--- src/rtl/frx_pkg.sv ---
// Package with the shared constants and types of the framed packet receiver.
package frx_pkg;

  localparam int unsigned MAX_PAYLOAD = 32;
  localparam int unsigned IDX_W       = $clog2(MAX_PAYLOAD);
  localparam int unsigned LEN_W       = $clog2(MAX_PAYLOAD + 1);

  localparam int unsigned CFG_ADDR_W  = 4;

  // Register indexes on the configuration port (byte address = 4 * index).
  localparam logic [1:0] REG_START_FIRST  = 2'd0;
  localparam logic [1:0] REG_START_SECOND = 2'd1;
  localparam logic [1:0] REG_MAX_LENGTH   = 2'd2;

  typedef enum logic {
    ALU_ADD,
    ALU_EQ
  } alu_op_e;

  typedef struct packed {
    alu_op_e    op;
    logic [7:0] a;
    logic [7:0] b;
  } alu_req_t;

  typedef struct packed {
    logic [7:0] sum;
    logic       eq;
  } alu_rsp_t;

  typedef struct packed {
    logic [7:0] start_first;
    logic [7:0] start_second;
    logic [5:0] max_length;
  } cfg_t;

endpackage

--- src/rtl/frx_if.sv ---
// Valid/ready channel interfaces for received bytes and payload results.
interface frx_rx_if;
  logic       valid;
  logic       ready;
  logic [7:0] rx_byte;

  modport source (output valid, output rx_byte, input ready);
  modport sink (input valid, input rx_byte, output ready);
endinterface

interface frx_res_if;
  logic       valid;
  logic       ready;
  logic [7:0] payload_byte;
  logic [4:0] byte_index;
  logic [5:0] frame_length;
  logic       last_byte;

  modport source (
    output valid, output payload_byte, output byte_index, output frame_length,
    output last_byte, input ready
  );
  modport sink (
    input valid, input payload_byte, input byte_index, input frame_length,
    input last_byte, output ready
  );
endinterface

--- src/rtl/frx_alu.sv ---
// Shared 8-bit adder and equality compare used by the receiver sequencer.
module frx_alu (
  input  frx_pkg::alu_req_t req_i,
  output frx_pkg::alu_rsp_t rsp_o
);

  logic [7:0] sum;

  assign sum       = req_i.a + ((req_i.op == frx_pkg::ALU_ADD) ? req_i.b : ~req_i.b)
                     + ((req_i.op == frx_pkg::ALU_ADD) ? 8'd0 : 8'd1);
  assign rsp_o.sum = sum;
  // Equality falls out of the subtract: a - b is zero only when a equals b.
  assign rsp_o.eq  = (req_i.op == frx_pkg::ALU_EQ) && (sum == 8'd0);

endmodule

--- src/rtl/frx_cfg.sv ---
// APB-style configuration registers of the framed packet receiver.
module frx_cfg (
  input  logic                             clk_i,
  input  logic                             rst_ni,
  input  logic                             psel,
  input  logic                             penable,
  input  logic                             pwrite,
  input  logic [frx_pkg::CFG_ADDR_W-1:0]   paddr,
  input  logic [31:0]                      pwdata,
  output logic [31:0]                      prdata,
  output logic                             pready,
  output frx_pkg::cfg_t                    cfg_o
);

  frx_pkg::cfg_t cfg_q;
  logic          wr_en;
  logic [1:0]    reg_idx;

  assign pready  = 1'b1;
  assign wr_en   = psel && penable && pwrite && pready;
  assign reg_idx = paddr[3:2];

  always_ff @(posedge clk_i or negedge rst_ni) begin
    if (!rst_ni) begin
      cfg_q.start_first  <= 8'd0;
      cfg_q.start_second <= 8'd0;
      cfg_q.max_length   <= 6'd32;
    end else if (wr_en) begin
      case (reg_idx)
        frx_pkg::REG_START_FIRST:  cfg_q.start_first  <= pwdata[7:0];
        frx_pkg::REG_START_SECOND: cfg_q.start_second <= pwdata[7:0];
        frx_pkg::REG_MAX_LENGTH:   cfg_q.max_length   <= pwdata[5:0];
        default: ;
      endcase
    end
  end

  always_comb begin
    case (reg_idx)
      frx_pkg::REG_START_FIRST:  prdata = {24'd0, cfg_q.start_first};
      frx_pkg::REG_START_SECOND: prdata = {24'd0, cfg_q.start_second};
      frx_pkg::REG_MAX_LENGTH:   prdata = {26'd0, cfg_q.max_length};
      default:                   prdata = 32'd0;
    endcase
  end

  assign cfg_o = cfg_q;

endmodule

--- src/rtl/framed_packet_receiver.sv ---
// Top level of the framed packet receiver: sequencer, payload store and result register.
// The receiver takes one serial byte per input beat and hunts for the two configured
// start bytes, then a length byte between 1 and the configured maximum (a maximum above
// the 32-entry store acts as 32). The payload bytes go into a 32-entry store while two
// 8-bit Fletcher-style sums, both seeded with the length, are kept by one shared adder.
// Header, length and checksum bytes each pass through one state; a payload byte passes
// through S_DATA and then S_SUM2, because the adder first adds the byte into the running
// sum and then adds the running sum into the sum of sums. When the second checksum byte
// matches, the receiver stops taking input and drains the stored payload, each result beat
// a store read followed by a load of the output register, held while the consumer stalls;
// the last beat of a frame carries last_byte. A finished result waits in the output
// register, so hunting for the next frame continues while it is unclaimed.
module framed_packet_receiver (
  input  logic                           clk_i,
  input  logic                           rst_ni,
  frx_rx_if.sink                         rx_i,
  frx_res_if.source                      res_o,
  input  logic                           psel,
  input  logic                           penable,
  input  logic                           pwrite,
  input  logic [frx_pkg::CFG_ADDR_W-1:0] paddr,
  input  logic [31:0]                    pwdata,
  output logic [31:0]                    prdata,
  output logic                           pready
);

  localparam int unsigned IDX_W = frx_pkg::IDX_W;
  localparam int unsigned LEN_W = frx_pkg::LEN_W;

  typedef enum logic [2:0] {
    S_START1,
    S_START2,
    S_LENGTH,
    S_DATA,
    S_SUM2,
    S_CHECK1,
    S_CHECK2,
    S_DRAIN
  } state_e;

  frx_pkg::cfg_t     cfg;
  frx_pkg::alu_req_t alu_req;
  frx_pkg::alu_rsp_t alu_rsp;

  state_e            state_q;
  logic              rd_phase_q;   // 0: read the store, 1: load the output register
  logic [LEN_W-1:0]  len_q;
  logic [LEN_W-1:0]  cnt_q;
  logic [IDX_W-1:0]  rd_q;
  logic [7:0]        run_q;
  logic [7:0]        sos_q;
  logic [7:0]        rdata_q;
  logic [7:0]        store_q [frx_pkg::MAX_PAYLOAD];

  logic              out_valid_q;
  logic [7:0]        out_byte_q;
  logic [4:0]        out_index_q;
  logic [5:0]        out_len_q;
  logic              out_last_q;

  logic              rx_fire;
  logic              slot_free;
  logic              out_load;
  logic              drain_last;
  logic [7:0]        len_limit;
  logic              len_ok;

  frx_cfg u_cfg (
    .clk_i   (clk_i),
    .rst_ni  (rst_ni),
    .psel    (psel),
    .penable (penable),
    .pwrite  (pwrite),
    .paddr   (paddr),
    .pwdata  (pwdata),
    .prdata  (prdata),
    .pready  (pready),
    .cfg_o   (cfg)
  );

  frx_alu u_alu (
    .req_i (alu_req),
    .rsp_o (alu_rsp)
  );

  // The sequencer steers the one adder/comparator to whatever the current phase needs.
  always_comb begin
    case (state_q)
      S_START1: alu_req = '{op: frx_pkg::ALU_EQ,  a: rx_i.rx_byte, b: cfg.start_first};
      S_START2: alu_req = '{op: frx_pkg::ALU_EQ,  a: rx_i.rx_byte, b: cfg.start_second};
      S_DATA:   alu_req = '{op: frx_pkg::ALU_ADD, a: run_q,        b: rx_i.rx_byte};
      S_SUM2:   alu_req = '{op: frx_pkg::ALU_ADD, a: sos_q,        b: run_q};
      S_CHECK1: alu_req = '{op: frx_pkg::ALU_EQ,  a: rx_i.rx_byte, b: run_q};
      S_CHECK2: alu_req = '{op: frx_pkg::ALU_EQ,  a: rx_i.rx_byte, b: sos_q};
      default:  alu_req = '{op: frx_pkg::ALU_EQ,  a: 8'd0,         b: 8'd0};
    endcase
  end

  // Input is taken in every phase except the second sum step and the payload drain.
  always_comb begin
    case (state_q)
      S_SUM2, S_DRAIN: rx_i.ready = 1'b0;
      default:         rx_i.ready = 1'b1;
    endcase
  end

  assign rx_fire = rx_i.valid && rx_i.ready;

  // A configured maximum above the store depth is clamped to the depth.
  assign len_limit = (8'(cfg.max_length) > 8'(frx_pkg::MAX_PAYLOAD))
                     ? 8'(frx_pkg::MAX_PAYLOAD) : 8'(cfg.max_length);
  assign len_ok    = (rx_i.rx_byte != 8'd0) && (rx_i.rx_byte <= len_limit);

  assign slot_free  = !out_valid_q || res_o.ready;
  // The output register takes a drained byte in the second drain phase once it is free.
  assign out_load   = (state_q == S_DRAIN) && rd_phase_q && slot_free;
  assign drain_last = (LEN_W'(rd_q) + LEN_W'(1)) == len_q;

  always_ff @(posedge clk_i or negedge rst_ni) begin
    if (!rst_ni) begin
      state_q     <= S_START1;
      rd_phase_q  <= 1'b0;
      len_q       <= '0;
      cnt_q       <= '0;
      rd_q        <= '0;
      run_q       <= 8'd0;
      sos_q       <= 8'd0;
      out_valid_q <= 1'b0;
      out_byte_q  <= 8'd0;
      out_index_q <= 5'd0;
      out_len_q   <= 6'd0;
      out_last_q  <= 1'b0;
    end else begin
      if (out_load) begin
        out_valid_q <= 1'b1;
      end else if (res_o.ready) begin
        out_valid_q <= 1'b0;
      end
      case (state_q)
        S_START1: begin
          if (rx_fire && alu_rsp.eq) begin
            state_q <= S_START2;
          end
        end
        S_START2: begin
          if (rx_fire) begin
            state_q <= alu_rsp.eq ? S_LENGTH : S_START1;
          end
        end
        S_LENGTH: begin
          if (rx_fire) begin
            if (len_ok) begin
              len_q   <= LEN_W'(rx_i.rx_byte);
              cnt_q   <= '0;
              run_q   <= rx_i.rx_byte;
              sos_q   <= rx_i.rx_byte;
              state_q <= S_DATA;
            end else begin
              state_q <= S_START1;
            end
          end
        end
        S_DATA: begin
          if (rx_fire) begin
            run_q   <= alu_rsp.sum;
            cnt_q   <= cnt_q + LEN_W'(1);
            state_q <= S_SUM2;
          end
        end
        S_SUM2: begin
          sos_q   <= alu_rsp.sum;
          state_q <= (cnt_q >= len_q) ? S_CHECK1 : S_DATA;
        end
        S_CHECK1: begin
          if (rx_fire) begin
            state_q <= alu_rsp.eq ? S_CHECK2 : S_START1;
          end
        end
        S_CHECK2: begin
          if (rx_fire) begin
            if (alu_rsp.eq) begin
              rd_q       <= '0;
              rd_phase_q <= 1'b0;
              state_q    <= S_DRAIN;
            end else begin
              state_q <= S_START1;
            end
          end
        end
        S_DRAIN: begin
          if (!rd_phase_q) begin
            rd_phase_q <= 1'b1;
          end else if (slot_free) begin
            out_byte_q  <= rdata_q;
            out_index_q <= 5'(rd_q);
            out_len_q   <= 6'(len_q);
            out_last_q  <= drain_last;
            rd_phase_q  <= 1'b0;
            if (drain_last) begin
              state_q <= S_START1;
            end else begin
              rd_q <= rd_q + IDX_W'(1);
            end
          end
        end
        default: state_q <= S_START1;
      endcase
    end
  end

  // Payload store: written by accepted payload beats, read once per drained byte.
  always_ff @(posedge clk_i) begin
    if (rx_fire && state_q == S_DATA) begin
      store_q[cnt_q[IDX_W-1:0]] <= rx_i.rx_byte;
    end
    if (state_q == S_DRAIN && !rd_phase_q) begin
      rdata_q <= store_q[rd_q];
    end
  end

  assign res_o.valid        = out_valid_q;
  assign res_o.payload_byte = out_byte_q;
  assign res_o.byte_index   = out_index_q;
  assign res_o.frame_length = out_len_q;
  assign res_o.last_byte    = out_last_q;

  // A matching second checksum must start the drain.
  a_check_pass_drains: assert property (@(posedge clk_i) disable iff (!rst_ni)
    (rx_fire && state_q == S_CHECK2 && alu_rsp.eq) |=> state_q == S_DRAIN)
    else $error("passing frame did not start the payload drain");

  // The payload counter never passes the frame length while a frame is in progress.
  a_count_bounded: assert property (@(posedge clk_i) disable iff (!rst_ni)
    (state_q == S_DATA || state_q == S_SUM2 || state_q == S_CHECK1 ||
     state_q == S_CHECK2) |-> (cnt_q <= len_q && len_q != '0))
    else $error("payload count outside the frame length");

  // The flagged beat is always the final position of its frame.
  a_last_position: assert property (@(posedge clk_i) disable iff (!rst_ni)
    (out_valid_q && out_last_q) |-> (6'(out_index_q) + 6'd1 == out_len_q))
    else $error("last beat not at the end of the frame");

  // Every drained beat lies inside the frame it belongs to.
  a_index_in_frame: assert property (@(posedge clk_i) disable iff (!rst_ni)
    out_valid_q |-> (6'(out_index_q) < out_len_q))
    else $error("result index beyond the frame length");

endmodule

--- src/flat_wrapper.sv ---
// flat-port wrapper written by rule: the top's interface ports become plain ports
module framed_packet_receiver_flat 
  (clk_i, rst_ni, psel, penable, pwrite, paddr, pwdata, prdata, pready, rx_i_valid, rx_i_rx_byte, rx_i_ready, res_o_valid, res_o_payload_byte, res_o_byte_index, res_o_frame_length, res_o_last_byte, res_o_ready);
  frx_rx_if rx_i_i ();
  frx_res_if res_o_i ();
  input  logic clk_i;
  input  logic rst_ni;
  input  logic psel;
  input  logic penable;
  input  logic pwrite;
  input  logic [frx_pkg::CFG_ADDR_W-1:0] paddr;
  input  logic [31:0] pwdata;
  output logic [31:0] prdata;
  output logic pready;
  input wire logic [$bits(rx_i_i.valid)-1:0] rx_i_valid;
  input wire logic [$bits(rx_i_i.rx_byte)-1:0] rx_i_rx_byte;
  output wire logic [$bits(rx_i_i.ready)-1:0] rx_i_ready;
  output wire logic [$bits(res_o_i.valid)-1:0] res_o_valid;
  output wire logic [$bits(res_o_i.payload_byte)-1:0] res_o_payload_byte;
  output wire logic [$bits(res_o_i.byte_index)-1:0] res_o_byte_index;
  output wire logic [$bits(res_o_i.frame_length)-1:0] res_o_frame_length;
  output wire logic [$bits(res_o_i.last_byte)-1:0] res_o_last_byte;
  input wire logic [$bits(res_o_i.ready)-1:0] res_o_ready;
  assign rx_i_i.valid = rx_i_valid;
  assign rx_i_i.rx_byte = rx_i_rx_byte;
  assign rx_i_ready = rx_i_i.ready;
  assign res_o_valid = res_o_i.valid;
  assign res_o_payload_byte = res_o_i.payload_byte;
  assign res_o_byte_index = res_o_i.byte_index;
  assign res_o_frame_length = res_o_i.frame_length;
  assign res_o_last_byte = res_o_i.last_byte;
  assign res_o_i.ready = res_o_ready;
  framed_packet_receiver u_core (.clk_i(clk_i), .rst_ni(rst_ni), .rx_i(rx_i_i), .res_o(res_o_i), .psel(psel), .penable(penable), .pwrite(pwrite), .paddr(paddr), .pwdata(pwdata), .prdata(prdata), .pready(pready));
endmodule
--- config.mk ---
export PLATFORM = sky130hd
export DESIGN_NAME = framed_packet_receiver_flat
export DESIGN_NICKNAME = d
export VERILOG_FILES = /design/src/rtl/frx_pkg.sv /design/src/rtl/frx_if.sv /design/src/rtl/frx_alu.sv /design/src/rtl/frx_cfg.sv /design/src/rtl/framed_packet_receiver.sv /design/src/flat_wrapper.sv
export SDC_FILE = /design/constraint.sdc
export NUM_CORES = 1
export LEC_CHECK = 0
export BUFFER_PORTS_ARGS = -buffer_cell sky130_fd_sc_hd__buf_2
export CAP_MARGIN = 25
export CORE_MARGIN = 2
export CORE_UTILIZATION = 35
export DETAILED_ROUTE_END_ITERATION = 10
export PLACE_DENSITY_LB_ADDON = 0.3
export SYNTH_ARGS = -nofsm -noshare
export SYNTH_HDL_FRONTEND = slang
export SYNTH_HIERARCHICAL = 1
export SYNTH_SLANG_ARGS = --single-unit
--- constraint.sdc ---
create_clock -name clk_i -period 4 [get_ports clk_i]
set_clock_uncertainty 0.05 [all_clocks]
set_input_delay 0.4 -clock clk_i [delete_from_list [all_inputs] [get_ports clk_i]]
set_output_delay 0.4 -clock clk_i [all_outputs]
set_load 0.02 [all_outputs]
==> impl_metrics.csv, run 1 <==
group,metric,value,unit
synthesis,ys_types,73,
routing,drc,0,
placed_design,place.port_buffers,54,
worst_setup_path,arrival,4.23,ns
clocking,clkLatencyLatePin,0.54,ns
die,die-area,46300,µm²
synthesis,synth_flop_cell,"edfxtp_1",
clocking,clock_path_buffers,3,
global_routing,grt_pass1_wl,55200,µm
synthesis,synth_edf_count,264,
synthesis,synth_top_area_cell,"edfxtp_1",
global_routing,grt_pass1_vias,8794,
placed_design,gp_congestion,0.862,
power,leakagePower,6.37,nW
die,rows,77,
clocking,path_clk_slew,0.06,ns
final_layout,drive_gt1_frac,0.287,
timing,tightest_slew,0.994,ns
synthesis,synth.most_common_cell,"edfxtp_1",
synthesis,ys_top_cells_by_area,"edfxtp_1, dfrtp_1, mux4_2",
routing,wl,36100,µm
worst_setup_path,cp_max_fo,18,
routing,ant_nets,0,
flow_run,drv_cap,0,
clocking,cts_root_buffer,"clkbuf_16",
synthesis,yosys.area.top_type_share,0.508,
timing,fin_crit_sh,0.958,
timing,maxSlewHeadroom,0.337,
die,initial_core_util,0.353,
worst_setup_path,required,4.40,ns
clocking,cts.sinks,344,
run_status,outcome,"finished clean",
final_layout,num_antenna_cells,0,
min_path,hold_class,"in -> reg",
synthesis,synthArstFlopShare,0.233,
clocking,htree_levels,2,
die,io_pins,106,
worst_setup_path,end_kind,"flip-flop",
global_routing,antenna_found_initial,1,
synthesis,synth_cells,971,
die,die_h,215,µm
global_routing,grtUsageTotal,0.157,
placed_design,pre_cts_slack,0.0593,ns
power,p_per_area,577,nW/µm²
routing,dr.pass1.iters,5,
synthesis,yosysWarnings,6,
final_layout,stdcell_area,17900,µm²
timing,fin_crit,3.83,ns
synthesis,yosysSeqAreaShare,0.637,
timing,setup_ws,0.167,ns
routing,drt_iter0_drc,633,
routing,vias,8780,
synthesis,syn_avg_cell_area,16.1,µm²
placed_design,place_area,16700,µm²
final_layout,final_util,0.407,
final_layout,areaGrowthSynthToFinish,15.1,%
routing,avgRoutedWirePerCell,21.4,µm
routing,vias_per_cell,5.20,
placed_design,dp_hpwl,23700,µm
power,power,10.3,mW
timing,hold_viol_final,0,
clocking,numCtsBuffers,38,
timing,fmax,261,MHz
die,core_area,44100,µm²
power,irDropWorstVdd,462,µV
timing,holdWs,0.0531,ns
global_routing,grt_max_degree,57,
final_layout,fillers,4075,
synthesis,yosys-top-cells-count,"edfxtp_1, nand2_1, dfrtp_1",
final_layout,fin_nets,1141,
timing,slew_violations,0,
worst_setup_path,cp-start-kind,"flip-flop",
synthesis,syn_area,15600,µm²
clocking,cts_tree,"built",
worst_setup_path,setup.worst_path.class,"reg -> reg",
synthesis,synth.ff_latch_count,344,
timing,setup_violations,0,
die,die_w,215,µm
global_routing,grt_overflow,0,
==> cell families after synthesis <==
logic type / Yosys count / synth area share
other: 2 / 0.000482
DFF: 344 / 0.637
muxes: 174 / 0.185
xor gates and xnor gates: 18 / 0.0101
and+or+nand+nor: 203 / 0.0611
adders and majority gates: 25 / 0.0204
buffers and inverters: 91 / 0.0333
AOI/OAI and AO/OA: 114 / 0.0531
==> critical path, cell delays in order, from the launching register on <==
cell,delay [ns]
dfrtp_2,0.46
buf_12,0.18
and2_1,0.15
buf_4,0.18
a22oi_1,0.16
o221ai_1,0.20
fa_1,0.49
xor2_1,0.19
nor4b_2,0.26
or4b_4,0.51
nor3_4,0.19
o31a_1,0.16
o22ai_1,0.07
o41ai_1,0.10
o2bb2ai_1,0.15
a221oi_2,0.24
==> per-stage QoR <==
step,setup TNS (ns),instances
2_1_floorplan,0,994
4_1_cts,0,1685
3_5_place_dp,0,1614
6_report,0,1688
3_3_place_gp,0,1614
5_1_grt,-0.0639,1688
==> power breakdown <==
group          total, mW  switching (mW)  leakage [nW]  internal [mW]
logic               2.75            1.54          2.41           1.22
registers           4.31           0.242          3.39           4.06
clock network       3.29            1.40         0.574           1.89
total               10.3            3.18          6.37           7.17
==> layout by cell type (no fill, tap or decap), drive strengths merged, types with 5 or more instances in the layout <==
cell type | synthesis | final
edfxtp | 264 | 264
buf | 50 | 107
nand2 | 84 | 84
mux4 | 80 | 80
dfrtp | 79 | 79
mux2 | 67 | 67
nor2 | 55 | 55
clkbuf | 26 | 48
o21ai | 30 | 30
mux2i | 27 | 27
conb | 2 | 25
ha | 23 | 23
clkinv | 0 | 17
a22oi | 16 | 16
inv | 15 | 16
o221ai | 16 | 16
xor2 | 12 | 12
nand3 | 11 | 11
a21oi | 11 | 11
nor2b | 10 | 10
nor3 | 10 | 10
xnor2 | 6 | 6
a21o | 6 | 6
a31oi | 5 | 5
nand4 | 5 | 5
nor3b | 5 | 5
==> layer usage <==
layer / vias up / track usage / wire length [µm]
li1: 3951 / - / -
met1: 4541 / 0.222 / 16300
met2: 250 / 0.256 / 17300
met3: 38 / 0.0242 / 1930
met4: 0 / 0.0391 / 586
met5: - / 0 / 0
==> path summary, 6_finish.rpt <==
kind	from	end	slack, ns	cells after the start
max reg2reg	u_core/state_q[1]	u_core/state_q[1]	0.17	15
min	pwdata[6]	u_core/u_cfg/cfg_o[20]	0.05	2
min reg2reg	u_core/res_o.frame_length[4]	u_core/res_o.frame_length[4]	0.43	2
max	u_core/state_q[1]	u_core/state_q[1]	0.17	15
min in group asynchronous	rst_ni	u_core/res_o.payload_byte[5]	0.43	2
max in group asynchronous	rst_ni	u_core/u_cfg/cfg_o[5]	2.54	3
==> state kept, by name, indices dropped and copies added, names as in the netlist <==
signal                     flops
u_core/len_q                   6
u_core/cnt_q                   6
u_core/res_o.frame_length      6
u_core/res_o.valid             1
u_core/state_q                 3
u_core/rd_phase_q              1
u_core/store_q               256
u_core/rdata_q                 8
u_core/res_o.byte_index        5
u_core/sos_q                   8
u_core/res_o.last_byte         1
u_core/rd_q                    5
u_core/run_q                   8
u_core/u_cfg/cfg_o            22
u_core/res_o.payload_byte      8
==> what timing repair did <==
action | CTS | global route
resized for setup | 1 | 19
pin swaps | 0 | 1
hold buffers | 1 | 0
buffers inserted | 0 | 2
hold endpoints to repair | 55 | 0
setup endpoints to repair | 1 | 8
==> layout make-up <==
class                   instances  area (µm²)  area share
repair buffers                108         734      0.0409
clock buffers                  48        1020      0.0568
well taps                     592         741      0.0413
multi-input cells             559        5290       0.295
inverters                      15        56.3     0.00314
flip-flops and latches        344        9940       0.554
clock inverters                22         163     0.00906
No activity file was read; power rests on OpenSTA's default activity.
==> run 2: changes to the inputs <==
--- a/config.mk
+++ b/config.mk
@@ -5,6 +5,7 @@
 export SDC_FILE = /design/constraint.sdc
 export NUM_CORES = 1
 export LEC_CHECK = 0
+export ABC_AREA = 1
 export BUFFER_PORTS_ARGS = -buffer_cell sky130_fd_sc_hd__buf_2
 export CAP_MARGIN = 25
 export CORE_MARGIN = 2
==> run 2 against run 1 <==
Sequential power is 4% lower. Clock-buffer cell count rose by 4. Design area decreased by 1.4%. Synthesized cell count grew 58%. Sequential share of layout area is 0.76 points higher. Final cell count up 31%. First-iteration DRC count is 86% higher. Worst setup slack improved by 0.16 ns. Non-clock buffer count is 29 lower. Synthesized area increased by 1.3%. Global-route usage rose by 1.7 points.
==> impl_metrics.csv, run 2 <==
group,metric,value,unit
synthesis,synth_edf_count,264,
routing,wl,40600,µm
worst_setup_path,arrival,4.04,ns
timing,fin_crit,3.67,ns
clocking,numCtsBuffers,37,
synthesis,ys_types,43,
worst_setup_path,required,4.36,ns
run_status,outcome,"finished clean",
timing,setup_tns,0,ns
timing,fin_crit_sh,0.918,
synthesis,yosys.area.top_type_share,0.502,
clocking,cts_setup_buffers,0,
global_routing,grt_pass1_wl,63100,µm
synthesis,yosys-top-cells-count,"nand2_1, edfxtp_1, nor2_1",
die,io_pins,106,
worst_setup_path,setup.worst_path.class,"reg -> reg",
routing,avgRoutedWirePerCell,18.4,µm
placed_design,gp_congestion,0.902,
clocking,cts.sinks,344,
final_layout,num_antenna_cells,0,
placed_design,place.port_buffers,54,
power,p_per_area,485,nW/µm²
timing,rsz0062_at_grt,"no",
clocking,clkLatencyLatePin,0.54,ns
final_layout,areaGrowthSynthToFinish,12.1,%
clocking,path_clk_slew,0.06,ns
final_layout,largest_reg_flops,256,
routing,dr.pass1.iters,5,
placed_design,dp_hpwl,26500,µm
synthesis,yosysSeqAreaShare,0.629,
synthesis,yosysWarnings,6,
synthesis,syn_area,15800,µm²
timing,slew_violations,0,
routing,drt_iter0_drc,1178,
min_path,hold_class,"in -> reg",
flow_run,drv_cap,0,
final_layout,fin_nets,1661,
final_layout,final_util,0.399,
die,initial_core_util,0.356,
worst_setup_path,rr_worst_depth,21,
clocking,clock_path_buffers,3,
synthesis,synthArstFlopShare,0.233,
routing,drc,0,
synthesis,synth.ff_latch_count,344,
worst_setup_path,cp_max_fo,9,
timing,maxSlewHeadroom,0.363,
timing,setup_violations,0,
die,die_h,216,µm
global_routing,antenna_found_initial,0,
synthesis,synth_top_area_cell,"edfxtp_1",
routing,vias_per_cell,5.14,
global_routing,grt_pass1_vias,10800,
synthesis,synth.most_common_cell,"nand2_1",
power,leakagePower,7.04,nW
synthesis,ys_top_cells_by_area,"edfxtp_1, dfrtp_1, nand2_1",
worst_setup_path,end_kind,"flip-flop",
die,core_area,44400,µm²
timing,fmax,272,MHz
global_routing,grtUsageTotal,0.174,
global_routing,grt_max_degree,58,
min_path,whs_path_depth,3,
routing,vias,11300,
final_layout,drive_gt1_frac,0.120,
synthesis,synth_cells,1538,
final_layout,final_common_cell,"nand2_1",
clocking,cts_root_buffer,"clkbuf_16",
final_layout,final_cell_mix,"nand2_1, edfxtp_1, nor2_1",
die,die-area,46800,µm²
timing,hold_viol_final,0,
synthesis,syn_avg_cell_area,10.3,µm²
power,irDropWorstVdd,235,µV
clocking,cts_tree,"built",
timing,tightest_slew,0.955,ns
die,rows,77,
synthesis,synth_flop_cell,"edfxtp_1",
global_routing,grt_overflow,0,
worst_setup_path,cp-start-kind,"flip-flop",
routing,ant_nets,0,
die,die_w,216,µm
power,power,8.58,mW
clocking,htree_levels,2,
-- run 2: cell types whose count changed after synthesis, sizes merged, moves of 75 or more --
cell | before | now
mux4 | 80 | 0
nor2 | 55 | 167
inv | 15 | 90
nand2 | 84 | 430
nand3 | 11 | 90
o21ai | 30 | 130
-- run 2: worst max-delay path: stages (launching register included) --
cell,delay [ns]
dfrtp_2,0.49
nand2_1,0.08
nor2_1,0.24
inv_1,0.23
nand2_1,0.15
nor2_2,0.08
o221ai_1,0.24
nand2_1,0.11
nand2_2,0.12
fa_1,0.47
nor2_1,0.13
nand3_1,0.07
nor2_1,0.08
nand3_1,0.09
nor2_1,0.13
nand2_2,0.07
nor2_2,0.17
nand2_1,0.19
nand2_4,0.17
nand2_4,0.07
nand2_1,0.06
nand2_1,0.06
-- run 2: path summary, 6_finish.rpt --
path	end	slack [ns]	start
setup / recovery	u_core/rd_q[3]	0.33	u_core/state_q[2]
hold / removal	u_core/u_cfg/cfg_o[21]	0.04	pwdata[7]
setup reg to reg	u_core/rd_q[3]	0.33	u_core/state_q[2]
hold reg to reg	u_core/res_o.payload_byte[4]	0.40	u_core/rdata_q[4]
max in group asynchronous	u_core/u_cfg/cfg_o[5]	2.59	rst_ni
min in group asynchronous	u_core/sos_q[6]	0.40	rst_ni
-- run 2: final cells by class --
class / instances / area [µm²]
clock buffers: 52 / 1000
clock inverters: 15 / 149
fillers: 4267 / 26700
inverters: 90 / 339
multi-input cells: 1034 / 5060
flip-flops and latches: 344 / 9940
well taps: 592 / 741
repair buffers: 79 / 475
-- run 2: what timing repair did --
item / in CTS / in global routing
hold buffers: 1 / 0
resized for setup: 0 / 6
hold endpoints to repair: 50 / 0
endpoints found under the setup margin: 0 / 8
-- run 2: cell families after synthesis --
| family | count (synthesis) | synth area share |
|---|---|---|
| AO/OA/AOI/OAI | 276 | 0.104 |
| flip-flops | 344 | 0.629 |
| adder cells (fa/ha/maj) | 24 | 0.0195 |
| other | 2 | 0.000476 |
| AND/OR/NAND/NOR | 699 | 0.185 |
| XOR/XNOR | 10 | 0.00555 |
| buffers and inverters | 183 | 0.0568 |
-- run 2: through the flow --
stage / setup slack, ns / hold slack [ns] / cells / cell area (µm²)
floorplan: 0.811 / 0.0544 / 1561 / 15900
global placement: 0.274 / 0.387 / 2138 / 16500
detailed placement: 0.214 / 0.391 / 2138 / 16500
CTS: 0.201 / 0.0214 / 2206 / 17700
global route: 0.0186 / 0.0439 / 2206 / 17700
finish: 0.329 / 0.0449 / 2206 / 17700
-- run 2: metal layers --
layer,vias to the layer above,GRT usage,part of all wire
met5,-,0,0
met4,0,0.0495,0.022
met3,55,0.0219,0.059
met2,380,0.290,0.48
met1,5518,0.240,0.44
li1,5393,-,-
-- run 2: where the power goes --
part,internal [mW],leakage [nW],switching (mW),total [mW]
clock network,1.89,0.558,1.39,3.28
registers,3.99,3.42,0.127,4.12
logic,0.391,3.07,0.798,1.19
==> run 3: changes to the inputs <==
--- a/config.mk
+++ b/config.mk
@@ -12,6 +12,7 @@
 export CORE_UTILIZATION = 35
 export DETAILED_ROUTE_END_ITERATION = 10
 export PLACE_DENSITY_LB_ADDON = 0.3
+export RECOVER_POWER = 50
 export SYNTH_ARGS = -nofsm -noshare
 export SYNTH_HDL_FRONTEND = slang
 export SYNTH_HIERARCHICAL = 1
==> run 3 against run 2 <==
The run now ends with capacitance limit, slew limit left. Wire length grew 0.17%. Global-route usage is the same. Worst hold slack lost 0.0014 ns. Die area is the same. First-iteration DRC count shrank 3.3%. Critical path depth is the same.
==> impl_metrics.csv, run 3 (synthesized netlist as in run 2, its figures left out) <==
group,metric,value,unit
timing,hold_viol_final,0,
routing,dr.pass1.iters,6,
global_routing,grt_overflow,0,
die,die-area,46800,µm²
clocking,cts.sinks,344,
final_layout,drive_gt1_frac,0.0923,
clocking,htree_levels,2,
routing,vias_per_cell,5.14,
worst_setup_path,regToRegSetupSlack,0.32,ns
timing,maxSlewHeadroom,-0.227,
global_routing,grt_pass1_wl,63100,µm
final_layout,fin_nets,1661,
clocking,numCtsBuffers,37,
routing,ant_nets,0,
worst_setup_path,cp-startpoint,"u_core/state_q[2]",
timing,fmax,272,MHz
final_layout,final_cell_mix,"nand2_1, edfxtp_1, nor2_1",
worst_setup_path,r2r_end,"u_core/rd_q[3]",
die,die_w,216,µm
worst_setup_path,cp_slowest_cell,"dfrtp_2",
worst_setup_path,rr_worst_depth,21,
placed_design,place.port_buffers,54,
routing,wl,40700,µm
die,initial_core_util,0.356,
worst_setup_path,cp-start-kind,"flip-flop",
final_layout,final_util,0.397,
global_routing,grt_max_degree,58,
worst_setup_path,cpPeakStageDelay,0.49,ns
timing,setup_violations,0,
min_path,hold_class,"in -> reg",
worst_setup_path,endpoint,"u_core/rd_q[3]",
routing,drt_iter0_drc,1139,
clocking,clkLatencyLatePin,0.53,ns
routing,drc,0,
worst_setup_path,cp_common_cell,"nand2_1",
final_layout,num_antenna_cells,0,
power,p_per_area,487,nW/µm²
power,irDropWorstVdd,236,µV
die,rows,77,
timing,tightest_slew,1.84,ns
global_routing,grtUsageTotal,0.174,
final_layout,multi_input_area,5040,µm²
timing,fin_crit,3.68,ns
die,die_h,216,µm
routing,vias,11300,
final_layout,stdcell_area,17600,µm²
timing,setup_tns,0,ns
die,io_pins,106,
routing,avgRoutedWirePerCell,18.4,µm
run_status,outcome,"finished, violations left",
placed_design,place_area,16500,µm²
placed_design,dp_hpwl,26500,µm
final_layout,seq_area,9940,µm²
global_routing,grt_pass1_vias,10800,
clocking,path_clk_slew,0.06,ns
final_layout,largest_reg_flops,256,
timing,rsz0062_at_grt,"no",
worst_setup_path,reg2reg_from,"u_core/state_q[2]",
final_layout,fillers,4296,
global_routing,antenna_found_initial,0,
power,leakagePower,6.87,nW
worst_setup_path,setup.worst_path.class,"reg -> reg",
worst_setup_path,required,4.37,ns
timing,slew_violations,241,
run_status,violations,"capacitance limit, slew limit",
final_layout,areaGrowthSynthToFinish,11.5,%
final_layout,final_common_cell,"nand2_1",
timing,fin_crit_sh,0.921,
clocking,clock_path_buffers,3,
worst_setup_path,cp_cell_sequence,"nand2_1 > nor2_1 > inv_1 > nand2_1 > nor2_2 > o221ai_1 > nand2_1 > nand2_2 > fa_1 > nor2_1 > nand3_1 > nor2_1 > nand3_1 > nor2_1 > nand2_2 > nor2_2 > nand2_1 > nand2_4 > nand2_4 > nand2_1 > nand2_1",
die,core_area,44400,µm²
worst_setup_path,end_kind,"flip-flop",
clocking,cts_root_buffer,"clkbuf_16",
worst_setup_path,cp_max_fo,9,
placed_design,gp_congestion,0.902,
worst_setup_path,arrival,4.05,ns
clocking,cts_tree,"built",
flow_run,drv_cap,8,
[run 3: metrics by stage]
| stage | setup slack [ns] | instances | power, mW | hold WS, ns |
|---|---|---|---|---|
| floorplan | 0.811 | 1561 | 5.02 | 0.0544 |
| global placement | 0.274 | 2138 | 5.34 | 0.387 |
| detailed placement | 0.214 | 2138 | 5.36 | 0.391 |
| CTS | 0.201 | 2206 | 8.64 | 0.0214 |
| global route | 0.0185 | 2206 | 9.00 | 0.0439 |
| finish | 0.317 | 2206 | 8.58 | 0.0436 |
[run 3: layout make-up]
| type | count | area share |
|---|---|---|
| flip-flops and latches | 344 | 0.564 |
| clock buffers | 52 | 0.0569 |
| repair buffers | 79 | 0.0231 |
| well taps | 592 | 0.0421 |
| inverters | 90 | 0.0193 |
| clock inverters | 15 | 0.00845 |
| multi-input cells | 1034 | 0.286 |
[run 3: worst min path at each step]
| stage | end | cells after the start | from | slack, ns |
|---|---|---|---|---|
| 2_1_floorplan | u_core/cnt_q[0] | 0 | rst_ni | 0.05 |
| 3_3_place_gp | u_core/res_o.payload_byte[3] | 2 | u_core/rdata_q[3] | 0.39 |
| 3_5_place_dp | u_core/res_o.payload_byte[3] | 2 | u_core/rdata_q[3] | 0.39 |
| 4_1_cts | u_core/u_cfg/cfg_o[21] | 3 | pwdata[7] | 0.02 |
| 5_1_grt | u_core/u_cfg/cfg_o[5] | 3 | pwdata[5] | 0.04 |
| 6_report | u_core/u_cfg/cfg_o[21] | 3 | pwdata[7] | 0.04 |
[run 3: repair_timing]
item / CTS / global route
hold buffers: 1 / 0
setup endpoints to repair: 0 / 8
endpoints found under the hold margin: 50 / 0
gates resized for setup: 0 / 6
buffers inserted: 0 / 0
[run 3: report_power, final]
| part | switching (mW) | internal, mW | total (mW) |
|---|---|---|---|
| Sequential | 0.129 | 3.99 | 4.12 |
| Combinational | 0.798 | 0.386 | 1.18 |
| Clock | 1.39 | 1.89 | 3.28 |
[run 3: layer usage]
metal / GRT usage / vias to the layer above / wire length [µm]
met3: 0.0219 / 61 / 2190
met2: 0.290 / 345 / 19600
met4: 0.0495 / 0 / 992
met1: 0.240 / 5536 / 18000
li1: - / 5396 / -
met5: 0 / - / 0
[run 3: critical path, delay by kind of cell (launching register included)]
family,cells,cell delay [ns]
flops,1,0.49
compound gates,1,0.24
simple gates,18,2.09
fa+ha+maj,1,0.47
buf+inv,1,0.23
